===== src/hw/rtl/vgmcse_pkg.sv =====
// Shared types and constants for the VGM command stream encoder.
// Depends on nothing; every other file of the block imports it.
package vgmcse_pkg;

  // Request codes carried in req_type.
  localparam logic [1:0] REQ_WRITE = 2'd0;
  localparam logic [1:0] REQ_DELAY = 2'd1;
  localparam logic [1:0] REQ_LOOP  = 2'd2;
  localparam logic [1:0] REQ_STOP  = 2'd3;

  // Command bytes of the stream.
  localparam logic [7:0] CMD_C352       = 8'hE1;
  localparam logic [7:0] CMD_PSG        = 8'h50;
  localparam logic [7:0] CMD_PSG_ALT    = 8'h30;
  localparam logic [7:0] CMD_YM_END     = 8'h60;
  localparam logic [7:0] CMD_WAIT       = 8'h61;
  localparam logic [7:0] CMD_WAIT_SHORT = 8'h70;
  localparam logic [7:0] CMD_END        = 8'h66;
  localparam logic [7:0] BYTE_FF        = 8'hFF;

  // Delay accumulator: hundredths of a sample, saturating.
  localparam int unsigned ACC_W   = 27;
  localparam logic [ACC_W-1:0] ACC_CAP = 27'd117963099;
  // Reciprocal of 100: floor(acc * DIV_MULT / 2^DIV_SHIFT) == acc / 100 for acc <= ACC_CAP.
  localparam logic [ACC_W-1:0] DIV_MULT  = 27'd85899346;
  localparam int unsigned      DIV_SHIFT = 33;
  localparam int unsigned      PROD_W    = 2 * ACC_W;
  localparam int unsigned      N_W       = PROD_W - DIV_SHIFT;   // whole samples, 21 bits
  localparam logic [16:0]      FULL_WAIT = 17'd65535;
  localparam logic [15:0]      SHORT_MAX = 16'd16;

  localparam int unsigned FULL_W   = 5;    // at most 18 full waits
  localparam int unsigned TAIL_MAX = 5;    // longest register write layout
  localparam int unsigned TAIL_W   = $clog2(TAIL_MAX);
  localparam int unsigned BYTES_W  = 6;    // at most 59 bytes per job

  typedef struct packed {
    logic [1:0]  req_type;
    logic [7:0]  chip_command;
    logic [7:0]  chip_port;
    logic [15:0] reg_address;
    logic [15:0] reg_value;
    logic [23:0] delay_amount;
  } in_item_t;

  typedef struct packed {
    logic [7:0]  out_byte;
    logic        last;
    logic [31:0] total_samples;
    logic [31:0] loop_samples;
    logic        loop_valid;
    logic [31:0] loop_offset;
    logic [31:0] stream_length;
  } out_item_t;

  typedef enum logic [1:0] {
    WAIT_NONE,
    WAIT_SHORT,
    WAIT_LONG
  } wait_kind_t;

  // One queued job: the wait sequence, the command bytes and the totals.
  typedef struct packed {
    logic [FULL_W-1:0]            full_cnt;
    logic [15:0]                  rest;
    wait_kind_t                   wait_kind;
    logic [TAIL_MAX-1:0][7:0]     tail;
    logic [BYTES_W-1:0]           byte_cnt;
    logic [31:0]                  total_samples;
    logic [31:0]                  loop_samples;
    logic                         loop_valid;
    logic [31:0]                  loop_offset;
    logic [31:0]                  stream_length;
  } job_t;

  typedef enum logic [1:0] {
    F_IDLE,
    F_DIV,
    F_SPLIT,
    F_ISSUE
  } front_state_t;

  typedef enum logic [1:0] {
    B_IDLE,
    B_FULL,
    B_REST,
    B_TAIL
  } back_phase_t;

endpackage


===== src/hw/rtl/vgmcse_queue.sv =====
// Short job queue between the front and back ends of the VGM encoder.
// Depends on vgmcse_pkg for the job type.
module vgmcse_queue #(
  parameter int unsigned DEPTH = 2   // 2 or more
) (
  input  logic             clk,
  input  logic             rst_n,
  input  logic             push,
  input  vgmcse_pkg::job_t push_data,
  output logic             full,
  input  logic             pop,
  output logic             valid,
  output vgmcse_pkg::job_t pop_data
);
  import vgmcse_pkg::*;

  localparam int unsigned PTR_W = $clog2(DEPTH);
  localparam int unsigned CNT_W = $clog2(DEPTH + 1);

  job_t             mem [DEPTH];
  logic [PTR_W-1:0] wr_ptr_r, rd_ptr_r;
  logic [CNT_W-1:0] cnt_r;
  logic             do_push, do_pop;

  assign full     = (cnt_r == CNT_W'(DEPTH));
  assign valid    = (cnt_r != '0);
  assign pop_data = mem[rd_ptr_r];
  assign do_push  = push && !full;
  assign do_pop   = pop && valid;

  always_ff @(posedge clk) begin
    if (!rst_n) begin
      wr_ptr_r <= '0;
      rd_ptr_r <= '0;
      cnt_r    <= '0;
    end else begin
      if (do_push) begin
        wr_ptr_r <= (wr_ptr_r == PTR_W'(DEPTH - 1)) ? '0 : wr_ptr_r + PTR_W'(1);
      end
      if (do_pop) begin
        rd_ptr_r <= (rd_ptr_r == PTR_W'(DEPTH - 1)) ? '0 : rd_ptr_r + PTR_W'(1);
      end
      if (do_push && !do_pop) begin
        cnt_r <= cnt_r + CNT_W'(1);
      end else if (do_pop && !do_push) begin
        cnt_r <= cnt_r - CNT_W'(1);
      end
    end
  end

  always_ff @(posedge clk) begin
    if (do_push) begin
      mem[wr_ptr_r] <= push_data;
    end
  end

endmodule


===== config.mk =====
export PLATFORM = sky130hd
export DESIGN_NAME = vgmcse_queue
export DESIGN_NICKNAME = d
export VERILOG_FILES = /design/src/hw/rtl/vgmcse_pkg.sv /design/src/hw/rtl/vgmcse_queue.sv
export SDC_FILE = /design/constraint.sdc
export NUM_CORES = 1
export LEC_CHECK = 0
export BUFFER_PORTS_ARGS = -buffer_cell sky130_fd_sc_hd__buf_2
export CAP_MARGIN = 20
export CORE_AREA = 2 2 140 244
export CTS_CLUSTER_SIZE = 16
export DETAILED_ROUTE_END_ITERATION = 6
export DIE_AREA = 0 0 142 246
export GPL_TIMING_DRIVEN = 0
export PLACE_DENSITY = 0.71
export SYNTH_ARGS = -nofsm -noshare
export SYNTH_HDL_FRONTEND = slang
export SYNTH_SLANG_ARGS = --single-unit

===== constraint.sdc =====
create_clock -name clk -period 15.5 [get_ports clk]
set_clock_uncertainty 0.15 [all_clocks]
set_input_delay 0.775 -clock clk [delete_from_list [all_inputs] [get_ports clk]]
set_output_delay 0.775 -clock clk [all_outputs]
set_load 0.02 [all_outputs]

* After elaboration in Yosys (flattened, before gate mapping)
Memories as Yosys holds them, arrays and structs flattened. A register that Yosys moved wholly into a read port is not among the register bits.
Cells that the tools add are included.
** Word-level totals
- Memories :: 1
- Memory bits (writable) :: 396
- Output and inout bits :: 200
- Input port bits :: 202
- Register bits :: 4
** Memories
- mem :: words 2, bits a word 198, rd ports 1, clocked after memory_dff 1, wr ports 1, RTL line vgmcse_queue.sv:20 : job_t mem [DEPTH];
** Operators by class
- Add/subtract/negate cells :: 4
- Reductions and logical operators :: 9
- Equality and inequality tests :: 1
- Muxes and demuxes :: 8
** Operators by type and width (number)
- $mux 1 :: 6
- $logic_and 1x1->1 :: 4
- $mux 2 :: 2
- $reduce_bool 2->1 :: 2
- $logic_not 1->1 :: 3
- $add 1x1->1 const B :: 2
- $add 2x1->2 const B :: 1
- $eq 2x2->1 const B :: 1
- $sub 2x1->2 const B :: 1

* Longest topological paths before layout
- Word-level depth :: 7
- Mapped depth :: 7
- Mapped depth without buffers :: 7

* Worst setup path after synthesis
Ideal clock, no wire load.
- Kind :: input -> register
- From :: in push
- To :: mem mem[0][0] (netlist bit), enable pin
- Stages :: 2
- Data arrival time :: 8.442 ns
- Path slack :: 6.186 ns
- Cells stage by stage :: inv_1 nor3_2
** On the way
- Longest elaborated chain between the ends :: 3
** Ends and longest elaborated chain
- from (decl) :: RTL line vgmcse_queue.sv:8 : input logic push,
- $logic_and 1x1->1 :: RTL line vgmcse_queue.sv:28 : assign do_push = push && !full;
- $mux 1 :: RTL line vgmcse_queue.sv:52 : if (do_push) begin
- $mux 1 (implied by the code) :: RTL line vgmcse_queue.sv:53 : mem[wr_ptr_r] <= push_data;
- to (decl) :: RTL line vgmcse_queue.sv:20
No other way between the ends.

==> reports/results.ini <==
[run_status]
status = finished clean

[clocking]
cts_hold_buf = 0
h-tree-depth = 2
cts_buffer_depth = 3
cts_tree = done
clkTransAtPathRegs_ps = 70
clock-sinks = 401
cts-root-buf = clkbuf_16
clkLatencyLatePin_ps = 520
ctsResizeCount = 0
post-cts-setup-buffers = 0
numCtsBuffers = 36

[place]
dp_hpwl_um = 22700
place.gp.congestion = 0.753
numPortBuffers = 401

[die]
die_area_um2 = 34900
die_w_um = 142
rows = 88
io_pins = 402
core_um2 = 32900
initial_utilization = 0.455
die_y_um = 246

[synth]
netlist_area_um2 = 15000
synthDistinctLibCells = 22
synth_nets = 844
synth-seq-cells = 401
synth_seq_area_share = 0.800
yosys_warnings = 0
synthCells = 641
postSynthAreaPerCell_um2 = 23.4

[power_and_ir_drop]
p_int_mw = 2.41
p_leak_nw = 7.42
p_sw_frac = 0.286
switchingPower_mw = 0.965
p_clk_frac = 0.289
p_comb_frac = 0.298
ir_drop_mv = 0.139
powerDensity_nw_per_um2 = 175
p_seq_frac = 0.413

[sta]
slew_viol_final = 0
slew-limit-headroom = 0.552
fmax_mhz = 351
worstMarginPinSlew_ps = 672
fin_crit_ps = 2850
finalSetupViolations = 0
hold_ws_ps = 291
rsz0062_at_grt = false
hold_violations = 0
setup_tns_ps = 0
timing.final.crit_share = 0.184

[detailed_routing]
ant_nets = 0
drt_first_iter_violations = 250
firstDrtPassIters = 4
drc = 0
wl_um = 30600
via_per_inst = 4.91
avgRoutedWirePerCell_um = 19.9
num_vias = 7556

[setup_path]
start_kind = flop
r2r_setup_slack_ps = 12910
reg2regPathDepth = 9
critical_path_arrival_ps = 1920
crit_type = flop to output port
worstSetupEndpointType = output port
critPathMaxFanout = 10
cp.required_ps = 14580
timing.rr.end = mem[0][80]
timing.rr.start = cnt_r[0]
endpoint = pop_data[130]

[run]
maxCapViolCount = 0

[global_route]
grt_use_total = 0.168
first_global_vias = 7906
grt_pass1_wl_um = 43700
antenna_found_initial = 12
grt_remaining_overflow = 0
grt_max_degree = 59

[cells_and_area]
syn_to_final_growth_pct = 28.2
nFillCells = 2447
drive_gt1_frac = 0.617
num-nets-final = 1299

[worst_hold_path]
hp-class = input pin to flop

-- routing by layer --
layer / global-route usage / part of all wire / vias up
met5: 0 / 0 / -
met4: 0.0912 / 0.047 / 0
met3: 0.0424 / 0.063 / 67
met2: 0.330 / 0.58 / 283
met1: 0.153 / 0.31 / 3717
li1: - / - / 3489
-- stage by stage --
stage,power [mW],worst slack (ps),std cells,util,area [um2]
after floorplan,2.12,6190,641,-,15000
after global placement,2.44,1950,1447,0.531,17500
after detailed placement,2.44,12580,1463,0.543,17900
after CTS,3.42,12570,1527,0.583,19200
after global routing,3.50,12550,1539,0.584,19200
final,3.37,12650,1539,0.584,19200
-- cell families (layout without fill, tap and decap cells) --
| logic type | count (synthesis) | in the layout | share of synthesized area |
|---|---|---|---|
| AOI/OAI and AO/OA | 5 | 5 | 0.00217 |
| buffers and inverters | 24 | 505 | 0.0141 |
| xor gates and xnor gates | 3 | 3 | 0.00175 |
| muxes | 198 | 198 | 0.177 |
| other | 0 | 12 | 0 |
| DFF | 401 | 401 | 0.800 |
| and+or+nand+nor | 9 | 9 | 0.00384 |
| adders and majority gates | 1 | 1 | 0.000835 |
-- flip-flops by register name, indices dropped and copies added (netlist names), named ones only --
| signal | cells |
|---|---|
| wr_ptr_r | 1 |
| cnt_r | 2 |
| mem | 396 |
| rd_ptr_r | 1 |
-- critical path, stage by stage, from the launching register on --
cell and delay [ps]:
dfxtp_1 320, buf_6 160, buf_6 210, buf_6 210
mux2_4 320, buf_2 160
-- cell usage after synthesis, drive strengths merged --
cell type	count	area share
inv	2	0.00050
mux2	198	0.18
o21a	1	0.00050
dfxtp	5	0.0067
xnor2	2	0.0012
buf	22	0.014
a21boi	2	0.0010
and3	1	0.00042
and2	3	0.0013
or3	1	0.00042
nand2b	1	0.00042
edfxtp	396	0.79
nor3	1	0.00067
ha	1	0.00084
xor2	1	0.00058
o21ai	2	0.00067
or2	1	0.00042
nor2	1	0.00025
-- worst min-delay path by stage --
stage,startpoint,end,slack (ps),cells after the start
CTS,push_data[83],mem[1][83],260,1
detailed placement,cnt_r[1],cnt_r[1],400,2
floorplan,cnt_r[1],cnt_r[1],330,2
global placement,cnt_r[1],cnt_r[1],340,2
finish,push_data[161],mem[0][161],290,1
global route,push_data[136],mem[1][136],270,1
-- power groups by stage --
stage               sequential [mW]  combinational, mW  clock (mW)
finish                         1.39               1.01       0.974
global route                   1.40               1.06        1.03
CTS                            1.39               1.02        1.00
detailed placement             1.42               1.02           0
global placement               1.47              0.961           0
floorplan                      1.45              0.675           0
-- layout by cell type (no fill, tap or decap), drive strengths merged --
cell type	instances
buf	439
edfxtp	396
mux2	198
clkbuf	40
diode	12
clkinv	12
bufinv	10
dfxtp	5
and2	3
inv	3
xnor2	2
o21ai	2
a21boi	2
or2	1
nand2b	1
nor2	1
and3	1
nor3	1
o21a	1
xor2	1
or3	1
ha	1
clkinvlp	1
-- cell type report --
class	count	area [um2]	share of cell area
sequential	401	12000	0.624
multi-input combinational	216	2790	0.145
timing repair buffer	417	2370	0.123
clock buffer	40	937	0.0488
tap	405	507	0.0264
clock inverter	24	372	0.0193
buffer	22	204	0.0106
antenna	12	30.0	0.00156
inverter	2	7.51	0.000391
(Power assumes the default switching activity.)
