**config.mk**
```make
export PLATFORM = sky130hd
export DESIGN_NAME = vgmcse_back
export DESIGN_NICKNAME = d
export VERILOG_FILES = /design/src/hw/rtl/vgmcse_pkg.sv /design/src/hw/rtl/vgmcse_back.sv
export SDC_FILE = /design/constraint.sdc
export NUM_CORES = 1
export LEC_CHECK = 0
export BUFFER_PORTS_ARGS = -buffer_cell sky130_fd_sc_hd__buf_4
export CORE_MARGIN = 5
export CORE_UTILIZATION = 40
export DETAILED_ROUTE_END_ITERATION = 7
export HOLD_SLACK_MARGIN = 0.15
export PLACE_DENSITY = 0.71
export RECOVER_POWER = 50
export SLEW_MARGIN = 30
export SYNTH_ARGS = -nofsm -noshare
export SYNTH_HDL_FRONTEND = slang
export SYNTH_SLANG_ARGS = --single-unit
```
**constraint.sdc**
```tcl
create_clock -name clk -period 5.6 [get_ports clk]
set_input_delay 0.28 -clock clk [delete_from_list [all_inputs] [get_ports clk]]
set_output_delay 0.28 -clock clk [all_outputs]
set_load 0.02 [all_outputs]
```
**src/hw/rtl/vgmcse_pkg.sv**
```systemverilog
// Shared types and constants for the VGM command stream encoder.
// Depends on nothing; every other file of the block imports it.
package vgmcse_pkg;

  // Request codes carried in req_type.
  localparam logic [1:0] REQ_WRITE = 2'd0;
  localparam logic [1:0] REQ_DELAY = 2'd1;
  localparam logic [1:0] REQ_LOOP  = 2'd2;
  localparam logic [1:0] REQ_STOP  = 2'd3;

  // Command bytes of the stream.
  localparam logic [7:0] CMD_C352       = 8'hE1;
  localparam logic [7:0] CMD_PSG        = 8'h50;
  localparam logic [7:0] CMD_PSG_ALT    = 8'h30;
  localparam logic [7:0] CMD_YM_END     = 8'h60;
  localparam logic [7:0] CMD_WAIT       = 8'h61;
  localparam logic [7:0] CMD_WAIT_SHORT = 8'h70;
  localparam logic [7:0] CMD_END        = 8'h66;
  localparam logic [7:0] BYTE_FF        = 8'hFF;

  // Delay accumulator: hundredths of a sample, saturating.
  localparam int unsigned ACC_W   = 27;
  localparam logic [ACC_W-1:0] ACC_CAP = 27'd117963099;
  // Reciprocal of 100: floor(acc * DIV_MULT / 2^DIV_SHIFT) == acc / 100 for acc <= ACC_CAP.
  localparam logic [ACC_W-1:0] DIV_MULT  = 27'd85899346;
  localparam int unsigned      DIV_SHIFT = 33;
  localparam int unsigned      PROD_W    = 2 * ACC_W;
  localparam int unsigned      N_W       = PROD_W - DIV_SHIFT;   // whole samples, 21 bits
  localparam logic [16:0]      FULL_WAIT = 17'd65535;
  localparam logic [15:0]      SHORT_MAX = 16'd16;

  localparam int unsigned FULL_W   = 5;    // at most 18 full waits
  localparam int unsigned TAIL_MAX = 5;    // longest register write layout
  localparam int unsigned TAIL_W   = $clog2(TAIL_MAX);
  localparam int unsigned BYTES_W  = 6;    // at most 59 bytes per job

  typedef struct packed {
    logic [1:0]  req_type;
    logic [7:0]  chip_command;
    logic [7:0]  chip_port;
    logic [15:0] reg_address;
    logic [15:0] reg_value;
    logic [23:0] delay_amount;
  } in_item_t;

  typedef struct packed {
    logic [7:0]  out_byte;
    logic        last;
    logic [31:0] total_samples;
    logic [31:0] loop_samples;
    logic        loop_valid;
    logic [31:0] loop_offset;
    logic [31:0] stream_length;
  } out_item_t;

  typedef enum logic [1:0] {
    WAIT_NONE,
    WAIT_SHORT,
    WAIT_LONG
  } wait_kind_t;

  // One queued job: the wait sequence, the command bytes and the totals.
  typedef struct packed {
    logic [FULL_W-1:0]            full_cnt;
    logic [15:0]                  rest;
    wait_kind_t                   wait_kind;
    logic [TAIL_MAX-1:0][7:0]     tail;
    logic [BYTES_W-1:0]           byte_cnt;
    logic [31:0]                  total_samples;
    logic [31:0]                  loop_samples;
    logic                         loop_valid;
    logic [31:0]                  loop_offset;
    logic [31:0]                  stream_length;
  } job_t;

  typedef enum logic [1:0] {
    F_IDLE,
    F_DIV,
    F_SPLIT,
    F_ISSUE
  } front_state_t;

  typedef enum logic [1:0] {
    B_IDLE,
    B_FULL,
    B_REST,
    B_TAIL
  } back_phase_t;

endpackage

```
**src/hw/rtl/vgmcse_back.sv**
```systemverilog
// Back end of the VGM encoder: takes one job from the queue and sends its bytes
// through a registered output stage. Depends on vgmcse_pkg.
module vgmcse_back (
  input  logic                  clk,
  input  logic                  rst_n,
  input  logic                  q_valid,
  input  vgmcse_pkg::job_t      q_data,
  output logic                  q_pop,
  output logic                  out_valid,
  input  logic                  out_stall,
  output vgmcse_pkg::out_item_t out_item
);
  import vgmcse_pkg::*;

  back_phase_t        phase_r, phase_nxt;
  logic [TAIL_W-1:0]  sub_r, sub_nxt;
  logic [FULL_W-1:0]  full_left_r, full_left_nxt;
  logic [BYTES_W-1:0] left_r;
  job_t               job_r;
  logic               out_valid_r;
  out_item_t          out_r;

  logic               advance;
  logic [7:0]         byte_cur;

  assign advance   = (phase_r != B_IDLE) && (!out_valid_r || !out_stall);
  assign q_pop     = (phase_r == B_IDLE) && q_valid;
  assign out_valid = out_valid_r;
  assign out_item  = out_r;

  // Next phase, byte index and full-wait count.
  always_comb begin
    phase_nxt     = phase_r;
    sub_nxt       = sub_r;
    full_left_nxt = full_left_r;
    unique case (phase_r)
      B_IDLE: begin
        sub_nxt       = '0;
        full_left_nxt = q_data.full_cnt;
        if (q_valid) begin
          if (q_data.full_cnt != '0) begin
            phase_nxt = B_FULL;
          end else if (q_data.wait_kind != WAIT_NONE) begin
            phase_nxt = B_REST;
          end else begin
            phase_nxt = B_TAIL;
          end
        end
      end
      B_FULL: begin
        if (sub_r == TAIL_W'(2)) begin
          sub_nxt       = '0;
          full_left_nxt = full_left_r - FULL_W'(1);
          if (full_left_r == FULL_W'(1)) begin
            phase_nxt = (job_r.wait_kind != WAIT_NONE) ? B_REST : B_TAIL;
          end
        end else begin
          sub_nxt = sub_r + TAIL_W'(1);
        end
      end
      B_REST: begin
        if (job_r.wait_kind == WAIT_SHORT || sub_r == TAIL_W'(2)) begin
          sub_nxt   = '0;
          phase_nxt = B_TAIL;
        end else begin
          sub_nxt = sub_r + TAIL_W'(1);
        end
      end
      B_TAIL:  sub_nxt = sub_r + TAIL_W'(1);
      default: phase_nxt = B_IDLE;
    endcase
    if (phase_r != B_IDLE && left_r == BYTES_W'(1)) begin
      phase_nxt = B_IDLE;
    end
  end

  // Byte for the current position.
  always_comb begin
    unique case (phase_r)
      B_FULL: byte_cur = (sub_r == '0) ? CMD_WAIT : BYTE_FF;
      B_REST: begin
        if (job_r.wait_kind == WAIT_SHORT) begin
          byte_cur = CMD_WAIT_SHORT + job_r.rest[7:0] - 8'd1;
        end else if (sub_r == '0) begin
          byte_cur = CMD_WAIT;
        end else if (sub_r == TAIL_W'(1)) begin
          byte_cur = job_r.rest[7:0];
        end else begin
          byte_cur = job_r.rest[15:8];
        end
      end
      B_TAIL:  byte_cur = job_r.tail[sub_r];
      default: byte_cur = '0;
    endcase
  end

  always_ff @(posedge clk) begin
    if (!rst_n) begin
      phase_r     <= B_IDLE;
      sub_r       <= '0;
      full_left_r <= '0;
      left_r      <= '0;
      out_valid_r <= 1'b0;
    end else begin
      if (q_pop) begin
        phase_r     <= phase_nxt;
        sub_r       <= sub_nxt;
        full_left_r <= full_left_nxt;
        left_r      <= q_data.byte_cnt;
      end else if (advance) begin
        phase_r     <= phase_nxt;
        sub_r       <= sub_nxt;
        full_left_r <= full_left_nxt;
        left_r      <= left_r - BYTES_W'(1);
      end
      if (advance) begin
        out_valid_r <= 1'b1;
      end else if (!out_stall) begin
        out_valid_r <= 1'b0;
      end
    end
  end

  always_ff @(posedge clk) begin
    if (q_pop) begin
      job_r <= q_data;
    end
    if (advance) begin
      out_r.out_byte      <= byte_cur;
      out_r.last          <= (left_r == BYTES_W'(1));
      out_r.total_samples <= job_r.total_samples;
      out_r.loop_samples  <= job_r.loop_samples;
      out_r.loop_valid    <= job_r.loop_valid;
      out_r.loop_offset   <= job_r.loop_offset;
      out_r.stream_length <= job_r.stream_length;
    end
  end

endmodule

```
After elaboration in Yosys (flattened, before gate mapping) --
Index checks and enable logic that the tools add are counted.
Storage, ports and cells: bits of input ports 202, register bits 342, output and inout bits 140
Operators by class: equal/unequal tests 9, add/subtract/negate cells 5, reduce and logical (&&, ||, !) cells 14, magnitude comparators 1, muxes and demuxes 31
Operators by type and width (number):
- 8-bit 2-to-1 mux | 5
- 8-bit binary-select mux with 3-bit select | 1
- 8-bit case mux with 3 select lines | 1
- 2-bit 2-to-1 mux | 8
- 5-bit 2-to-1 mux | 3
- 3-bit 2-to-1 mux | 4
- 6-bit 2-to-1 mux | 2
- 3-bit case mux with 4 select lines | 1
- 5-bit case mux with 2 select lines | 1
- 7-bit by 8-bit adder with 8-bit output, first input constant | 1
- 2-bit nonzero test | 4
- 8-bit by 1-bit subtractor with 8-bit output, second input constant | 1
- 6-bit by 1-bit equality test with 1-bit output, second input constant | 1
- 2-bit case mux with 3 select lines | 1
- 6-bit by 1-bit subtractor with 6-bit output, second input constant | 1
- 5-bit by 1-bit equality test with 1-bit output, second input constant | 1
- 5-bit nonzero test | 1
- 5-bit by 1-bit subtractor with 5-bit output, second input constant | 1
- 2-bit by 1-bit equality test with 1-bit output, second input constant | 2
- 2-bit equality test, second input constant | 2
- 3-bit by 4-bit less-than comparator with 1-bit output, second input constant | 1
- 1-bit 2-to-1 mux | 4
- 3-bit by 1-bit adder with 3-bit output, second input constant | 1
- 3-bit by 1-bit equality test with 1-bit output, second input constant | 1
- other kinds (7) | 11

Longest topological paths before layout --
Gate-level depths: netlist of the first run.
depth after elaboration 8, depth in mapped cells 8

Least setup slack after synthesis of the first run --
OpenSTA, ideal clock, no wires.
path kind register to register, from register phase_r[1], to register left_r[3], data arrival time 5.561 ns, library setup time 0.132 ns, setup slack -0.093 ns, clock period less this slack 5.693 ns, required time 5.468 ns, cell stages (with the launch flop) 8, cells stage by stage dfxtp_1 inv_1 ha_1 buf_2 a21oi_2 nor4b_2 xnor2_1 a21oi_1
On the way: cells in the longest elaborated chain, start to end 3, elaborated cells on any way between the ends 6, those cells by class mux (1); reduce/logical (5)
Ends and longest elaborated chain:
- start: declaration | line vgmcse_back.sv:15 | back_phase_t phase_r, phase_nxt;
- start signal: assignment | line vgmcse_back.sv:106 | phase_r <= phase_nxt;
- start signal: assignment | line vgmcse_back.sv:111 | phase_r <= phase_nxt;
- 2-bit nonzero test | line vgmcse_back.sv:26 | assign advance = (phase_r != B_IDLE) && (!out_valid_r || !out_stall);
- 1-bit logical AND | line vgmcse_back.sv:26
- net advance | line vgmcse_back.sv:23 | logic advance;
- 2-bit nonzero test (no line)
- end signal: assignment | line vgmcse_back.sv:109 | left_r <= q_data.byte_cnt;
- end signal: assignment | line vgmcse_back.sv:114 | left_r <= left_r - BYTES_W'(1);
- end: declaration | line vgmcse_back.sv:18 | logic [BYTES_W-1:0] left_r;
The timed path passes the listed nets, and every way through them passes these cells. A chain may end at the register's enable or synchronous reset.

Worst setup path in the final report of the first run --
from register phase_r[1], to output q_pop
On the way: cells in the longest elaborated chain, start to end 2
Ends and longest elaborated chain:
- 2-bit zero test | line vgmcse_back.sv:27 | assign q_pop = (phase_r == B_IDLE) && q_valid;
- 1-bit logical AND | line vgmcse_back.sv:27
- end: declaration | line vgmcse_back.sv:8 | output logic q_pop,
Every way passes these cells.

==> results of run 1 <==
per-stage QoR:
| step | hold WS [ps] | cells | power [uW] | setup WS (ps) |
|---|---|---|---|---|
| 4_1_cts | 197 | 1565 | 8810 | 2290 |
| 2_1_floorplan | 379 | 586 | 5370 | 233 |
| 6_report | 231 | 1567 | 8550 | 2310 |
| 5_1_grt | 261 | 1567 | 8960 | 2070 |
| 3_5_place_dp | 405 | 1300 | 6350 | 2470 |
| 3_3_place_gp | 400 | 1300 | 6300 | 2620 |
flip-flops by register name, indices dropped and copies added, names as in the netlist:
signal,flops
full_left_r,5
job_r,187
left_r,6
out_item,138
out_valid,1
phase_r,2
sub_r,3
cells in the final DEF, fill, tap and decap left out, types with 4 or more instances in the layout:
master / Yosys / routed
buf_4: 1 / 72
o21ai_0: 17 / 17
mux2i_1: 10 / 10
inv_1: 19 / 18
ha_1: 14 / 14
clkbuf_4: 0 / 177
edfxtp_1: 325 / 325
dfxtp_1: 17 / 17
nor3b_1: 7 / 7
nor2_1: 15 / 15
nand3b_1: 5 / 5
xor2_1: 5 / 5
nand4_1: 4 / 4
or3_1: 4 / 4
clkbuf_16: 0 / 37
nand2_1: 19 / 19
clkbuf_1: 7 / 105
a211oi_1: 7 / 7
o2bb2ai_1: 4 / 4
nand3_1: 6 / 6
nand2b_1: 7 / 7
mux2_2: 4 / 4
clkinv_1: 0 / 8
mux4_2: 4 / 4
nor2b_1: 7 / 7
a21oi_1: 12 / 12
nor3_1: 6 / 6
dlygate4sd3_1: 0 / 199
power by group through the flow:
stage | registers (uW) | logic, uW | clock network [uW]
CTS | 4100 | 2330 | 2380
finish | 4100 | 2120 | 2320
global placement | 4120 | 2180 | 0
detailed placement | 4150 | 2200 | 0
floorplan | 4680 | 694 | 0
global route | 4170 | 2280 | 2510
timing repair:
action,in CTS,in global routing
hold buffers,199,0
gates resized for setup,0,0
hold endpoints to repair,201,0
critical path, stage by stage, from the launching register on:
cell,delay (ps)
dfxtp_1,380
inv_1,170
ha_1,400
nand2_1,420
inv_8,720
buf_4,280
area by class of cell:
type | count | area share
antenna | 2 | 0.000284
clock buffer | 47 | 0.0547
clock inverter | 19 | 0.0110
inverter | 19 | 0.00447
multi-input combinational | 210 | 0.0889
sequential | 342 | 0.573
tap | 384 | 0.0273
timing repair buffer | 544 | 0.240
final timing paths:
check,slack (ps),cells after the start,end,start
hold reg to reg,410,0,out_item[86]$_DFFE_PP_,job_r[86]$_DFFE_PP_
setup / recovery,2310,5,q_pop,phase_r[1]$_SDFFE_PN0P_
hold / removal,230,4,full_left_r[4]$_SDFFE_PN0P_,q_data[197]
setup reg to reg,2470,5,job_r[61]$_DFFE_PP_,phase_r[1]$_SDFFE_PN0P_
metal layers:
metal	vias to the layer above	routed length (um)	part of all wire
met5	-	0	0
met1	3580	11600	0.38
met4	0	692	0.023
met3	45	2610	0.085
li1	3469	-	-
met2	313	15900	0.52
kinds of logic (layout without fill, tap and decap cells):
family | after synthesis | count (layout) | share of synthesized area
other cells | 0 | 2 | 0
simple gates | 90 | 90 | 0.0431
mux | 18 | 18 | 0.0199
xor+xnor | 7 | 7 | 0.00520
compound gates | 81 | 81 | 0.0491
flops | 342 | 342 | 0.856
fa+ha+maj | 14 | 14 | 0.0148
buf+inv | 34 | 629 | 0.0118
==> impl_metrics.yaml, run 1 <==
sta:
  rsz0062_at_grt: "no"
  tightestPinTransition_ps: 912
  timing.fmax_mhz: 304
  setup_viol: 0
  period_share: 0.588
  tns_ps: 0
  min_period_ps: 3290
  fin_worst_skew_ps: 15.1
  report.final.slew_viol_count: 0
  hold_viol_final: 0
  slew_headroom: 0.392
floorplan:
  coreArea_sq_um: 28900
  initial_core_util: 0.408
  num_rows: 62
  die_area_sq_um: 33000
  io_pins: 342
  dieWidth_um: 182
  die_y_um: 182
pwr:
  p_int_uw: 5870
  vdd_drop_max_mv: 0.289
  p_switching_uw: 2680
  power_frac_clock: 0.272
  seqPwrFrac: 0.480
  swShare: 0.313
  leakage_uw: 0.00645
  combPwrFrac: 0.248
  power.density_nw_per_um2: 485
worst_setup_path:
  arrival_ps: 3010
  start_kind: "flop"
  critPathMaxFanout: 123
  setup.worst_path.end_class: "primary output"
  required_ps: 5320
  critPathKind: "flop to primary output"
synthesis:
  ys_warn_count: 0
  async_reset_ff_frac: 0
  ys_seq_elements: 342
  ys_seq_area_frac: 0.856
  synth_edf_count: 325
  syn_nets: 802
  synthFlopType: "edfxtp_1"
  netlist_top_cells_count: "edfxtp_1 (325), inv_1 (19), nand2_1 (19)"
  ys_types: 60
  yosys.area.top_type: "edfxtp_1"
  syn_avg_cell_area_sq_um: 20.1
  syn_area_sq_um: 11800
  synthTopCellsByArea: "edfxtp_1 (83%), dfxtp_1 (2.9%), ha_1 (1.5%), mux2i_1 (0.85%), mux4_2 (0.76%)"
  synth_cells: 586
  synth.top_cell.area_share: 0.827
  post-synth-top-count-cell: "edfxtp_1"
grt:
  grt_pass1_vias: 7826
  grt-busiest-layer: "met2"
  grt_pass1_wl_um: 45900
  antenna_found_initial: 2
  grt_max_degree: 124
  use_met3: 0.0518
  globalRouteMet2Util: 0.319
  grt_use_total: 0.179
  grt_use_met1: 0.213
  grt_overflow: 0
clocking:
  path_clk_slew_ps: 60
  ctsLongestPathBuffers: 3
  clk_latency_ps: 510
  cts_tree: "built"
  cts_setup_buffers: 0
  cts.sinks: 342
  htree_levels: 2
  cts_inserted_buffers: 37
  root_buffer: "clkbuf_16"
finish:
  fin_util: 0.609
  fin_area_sq_um: 17600
  drive_gt1_frac: 0.262
  multiInputGateArea_sq_um: 1570
  nFillCells: 2133
  layout.nets: 1370
  area_growth_pct: 49.3
  regArea_sq_um: 10100
outcome:
  status: "finished clean"
hold_path:
  hp-class: "input port to flop"
drt:
  wire_per_inst_um: 19.6
  first_iter_violations: 417
  wirelength_um: 30700
  first_pass_iters: 5
  viasPerCell: 4.73
  drc: 0
  ant_nets: 0
  vias: 7407
flow_run:
  drv_cap: 0
place:
  dpl-instance-area_sq_um: 14800
  io_buffer_count: 341
  place.gp.congestion: 0.859
  hpwl_um: 19500
Power figures use the tool's default switching activity.
==> run 2, diff against run 1 <==
clock period = 2.7 ns   (was 5.6 ns; I/O delays follow)
==> impl_metrics.yaml, run 2 (same netlist as run 1, synthesis figures left out) <==
worst_setup_path:
  required_ps: 3110
  start_kind: "flop"
  setup.worst_path.end_class: "flop"
  critPathMaxFanout: 16
  arrival_ps: 2770
  critPathKind: "flop to flop"
sta:
  slew_headroom: 0.550
  setup_viol: 0
  hold_ws_ps: 350
  timing.fmax_mhz: 423
  tightestPinTransition_ps: 675
  fin_worst_skew_ps: 19.7
  rsz0062_at_grt: "no"
  min_period_ps: 2360
  tns_ps: 0
  period_share: 0.875
  hold_viol_final: 0
  report.final.slew_viol_count: 0
grt:
  grt_overflow: 0
  grt_pass1_vias: 7907
  antenna_found_initial: 4
  grt_use_total: 0.177
  grt_max_degree: 89
  grt_pass1_wl_um: 45700
finish:
  regArea_sq_um: 10100
  nFillCells: 2079
  multiInputGateArea_sq_um: 1590
  fin_area_sq_um: 17900
  largest_register: "job_r"
  layout.nets: 1384
  final_common_cell: "edfxtp_1"
  drive_gt1_frac: 0.269
  fin_cells: 1583
  area_growth_pct: 51.5
  final_cell_mix: "edfxtp_1 (325), dlygate4sd3_1 (211), clkbuf_4 (178), clkbuf_1 (103), buf_4 (71)"
  largest_reg_flops: 187
outcome:
  status: "finished clean"
drt:
  wirelength_um: 30300
  first_pass_iters: 5
  ant_nets: 0
  viasPerCell: 4.72
  drc: 0
  wire_per_inst_um: 19.1
  first_iter_violations: 550
  vias: 7467
clocking:
  cts_tree: "built"
  cts_inserted_buffers: 36
  root_buffer: "clkbuf_16"
  ctsLongestPathBuffers: 3
  path_clk_slew_ps: 60
  clk_latency_ps: 520
  cts_setup_buffers: 0
  cts.sinks: 342
  htree_levels: 2
hold_path:
  hp-class: "input port to flop"
place:
  dp.cells: 1303
  hpwl_um: 19300
  place.gp.congestion: 0.859
  io_buffer_count: 341
  dpl-instance-area_sq_um: 14900
pwr:
  leakage_uw: 0.00655
  vdd_drop_max_mv: 0.572
  power.density_nw_per_um2: 1010
floorplan:
  initial_core_util: 0.408
  coreArea_sq_um: 28900
  num_rows: 62
  die_area_sq_um: 33000
  io_pins: 342
  die_y_um: 182
  dieWidth_um: 182
flow_run:
  drv_cap: 0
==> run 2: cell types whose count changed in the layout (fill, tap and decap cells not counted), sizes merged, moves of 2 or more <==
cell / before / now
buf: 73 / 75
clkinv: 14 / 12
clkbuf: 319 / 317
diode: 2 / 4
dlygate4sd3: 199 / 211
bufinv: 3 / 5
==> run 2: cell type report <==
| cell class | instances | area share |
|---|---|---|
| diodes | 4 | 0.000560 |
| repair buffers | 559 | 0.247 |
| flip-flops and latches | 342 | 0.566 |
| well taps | 384 | 0.0269 |
| multi-input cells | 210 | 0.0889 |
| inverters | 19 | 0.00434 |
| clock inverters | 21 | 0.0144 |
| clock buffers | 44 | 0.0521 |
==> run 2: through the flow <==
| step | setup WS (ps) | total power, uW | utilization |
|---|---|---|---|
| final | 338 | 18100 | 0.618 |
| after global routing | 209 | 18900 | 0.618 |
| after CTS | 185 | 18600 | 0.629 |
| after detailed placement | 646 | 13300 | 0.515 |
| after global placement | 688 | 13200 | 0.515 |
| after floorplan | -1460 | 11200 | - |
==> run 2: worst paths after layout <==
check                                              from                           to  slack, ps  depth (start not counted)
worst max-delay path            phase_r[1]$_SDFFE_PN0P_  full_left_r[0]$_SDFFE_PN0P_        340                          6
worst min-delay path                        q_data[164]         job_r[164]$_DFFE_PP_        350                          2
worst max register to register  phase_r[1]$_SDFFE_PN0P_  full_left_r[0]$_SDFFE_PN0P_        340                          6
worst min register to register       job_r[0]$_DFFE_PP_        out_item[0]$_DFFE_PP_        410                          0
==> run 2: metal layers <==
layer  GRT usage  vias to the layer above  routed length (um)
li1            -                     3493                   -
met5           0                        -                   0
met4      0.0498                        0                 664
met1       0.214                     3591               11500
met3      0.0470                       52                2400
met2       0.315                      331               15700
==> run 2: power breakdown <==
part	switching (uW)	leakage [uW]	internal, uW	total (uW)
sequential	557	0.00323	7940	8500
combinational	3050	0.00274	1550	4600
clock	2020	0.000578	2970	4980
total	5620	0.00655	12500	18100
==> run 2: timing repair <==
item / 4_1_cts / 5_1_grt
setup endpoints to repair: 0 / 1
hold buffers: 211 / 0
endpoints found under the hold margin: 202 / 0
resized for setup: 0 / 1
==> run 2: critical path, cell delays in order, from the launching register on <==
cell	delay [ps]
dfxtp_4	380
inv_4	90
ha_2	350
nand3b_1	160
a211o_1	370
o311a_1	350
dlygate4sd3_1	550
==> run 3, diff against run 2 <==
CAP_MARGIN = 20   (was default)
GPL_TIMING_DRIVEN = 0   (was default)
==> impl_metrics.yaml, run 3 (same netlist as run 1, synthesis figures left out) <==
finish:
  area_growth_pct: 53.6
  largest_reg_flops: 187
  nFillCells: 2087
  final_cell_mix: "edfxtp_1 (325), dlygate4sd3_1 (213), clkbuf_4 (180), clkbuf_1 (109), buf_4 (70)"
  largest_register: "job_r"
  final_common_cell: "edfxtp_1"
  layout.nets: 1410
  drive_gt1_frac: 0.278
floorplan:
  io_pins: 342
  die_y_um: 182
  die_area_sq_um: 33000
  initial_core_util: 0.408
  coreArea_sq_um: 28900
  num_rows: 62
  dieWidth_um: 182
worst_setup_path:
  critPathBufInv: 4
  arrival_ps: 2960
  crit_path_cell_trace: "buf_2, clkbuf_2, inv_1, ha_1, nand3b_1, a211o_1, o311a_1, dlygate4sd3_1"
  start_kind: "flop"
  crit_family: "buffers and inverters"
  setup.worst_path.end_class: "flop"
  cp_slowest_cell: "dlygate4sd3_1"
  required_ps: 3110
  critPathKind: "flop to flop"
  critPathMaxStageDelay_ps: 540
  critPathMaxFanout: 10
clocking:
  clk_latency_ps: 520
  ctsLongestPathBuffers: 3
  root_buffer: "clkbuf_16"
  htree_levels: 2
  path_clk_slew_ps: 60
  cts_tree: "built"
  cts.sinks: 342
  cts_inserted_buffers: 36
drt:
  first_iter_violations: 370
  vias: 7669
  wire_per_inst_um: 19.8
  drc: 0
  first_pass_iters: 4
  viasPerCell: 4.77
  ant_nets: 0
  wirelength_um: 31900
sta:
  hold_viol_final: 0
  tightestPinTransition_ps: 597
  rsz0062_at_grt: "no"
  hold_ws_ps: 170
  period_share: 0.944
  fin_worst_skew_ps: 24.8
  report.final.slew_viol_count: 0
  timing.fmax_mhz: 392
  slew_headroom: 0.602
  setup_viol: 0
  min_period_ps: 2550
pwr:
  p_switching_uw: 5750
  seqPwrFrac: 0.466
  swShare: 0.316
  leakage_uw: 0.00668
  vdd_drop_max_mv: 0.449
  total_power_uw: 18200
  power_frac_clock: 0.253
  p_int_uw: 12500
  power.density_nw_per_um2: 1010
  combPwrFrac: 0.281
grt:
  use_met3: 0.0490
  grt_overflow: 0
  grt_max_degree: 32
  antenna_found_initial: 3
  grt_pass1_vias: 8209
  grt_use_met1: 0.221
  grt-busiest-layer: "met2"
  globalRouteMet2Util: 0.341
  grt_use_total: 0.189
  grt_pass1_wl_um: 48600
flow_run:
  drv_cap: 0
place:
  hpwl_um: 20300
  place.gp.congestion: 0.858
  io_buffer_count: 340
outcome:
  status: "finished clean"
hold_path:
  hp-class: "input port to flop"
run 3: cell count changes in the layout (fill, tap and decap cells not counted), sizes merged:
| cell | change |
|---|---|
| buf | +16 |
| clkbuf | +11 |
| bufinv | -4 |
| clkinvlp | +2 |
| dlygate4sd3 | +2 |
| inv | -2 |
| clkinv | +1 |
run 3: layout make-up:
| cell class | instances | area (sq um) | area share |
|---|---|---|---|
| clock inverters | 18 | 143 | 0.00787 |
| plain buffers | 15 | 87.6 | 0.00483 |
| clock buffers | 47 | 952 | 0.0526 |
| multi-input cells | 210 | 1590 | 0.0878 |
| well taps | 384 | 480 | 0.0265 |
| inverters | 19 | 77.6 | 0.00428 |
| diodes | 4 | 10.0 | 0.000552 |
| repair buffers | 570 | 4670 | 0.258 |
| flip-flops and latches | 342 | 10100 | 0.558 |
run 3: power groups by stage:
stage                     combinational, uW  sequential, uW  clock [uW]
after floorplan                        1500            9660           0
after global routing                   5450            8630        4990
after CTS                              5520            8460        4720
after detailed placement               5160            8550           0
after global placement                 4090            8560           0
final                                  5120            8480        4610
run 3: repair_timing:
action | in CTS | in global routing
hold buffers | 213 | 0
endpoints found under the setup margin | 1 | 5
pin swaps | 0 | 0
setup buffers | 1 | 1
endpoints found under the hold margin | 206 | 0
gates resized for setup | 0 | 4
run 3: worst reg2reg max path, delay by kind of cell, from the launching register on:
kind / cells / cell delay, ps
adder cells (fa/ha/maj): 1 / 210
AO/OA/AOI/OAI: 2 / 730
buffers and inverters: 4 / 1040
AND/OR/NAND/NOR: 1 / 130
flip-flops: 1 / 320
run 3: per-layer routing:
metal,vias up,share of wire
met4,0,0.026
li1,3553,-
met1,3719,0.37
met5,-,0
met3,60,0.082
met2,337,0.53
run 3: worst paths after layout:
check                                                    to  cells past startpoint                   from  slack, ps
worst max-delay path            full_left_r[0]$_SDFFE_PN0P_                      8  sub_r[0]$_SDFFE_PN0P_        150
worst min-delay path            full_left_r[2]$_SDFFE_PN0P_                      5                q_valid        170
worst max register to register  full_left_r[0]$_SDFFE_PN0P_                      8  sub_r[0]$_SDFFE_PN0P_        150
worst min register to register       out_item[59]$_DFFE_PP_                      0    job_r[59]$_DFFE_PP_        410
run 3: metrics by stage:
step | area [sq um] | setup WS (ps) | setup TNS (ps) | utilization | instances
after global placement | 14900 | -2800 | -788330 | 0.514 | 1310
final | 18100 | 152 | 0 | 0.626 | 1609
after detailed placement | 15200 | 83.0 | 0 | 0.526 | 1325
after floorplan | 11900 | -1460 | -380350 | - | 586
after global routing | 18100 | 18.8 | 0 | 0.626 | 1609
after CTS | 18400 | 56.6 | 0 | 0.637 | 1604
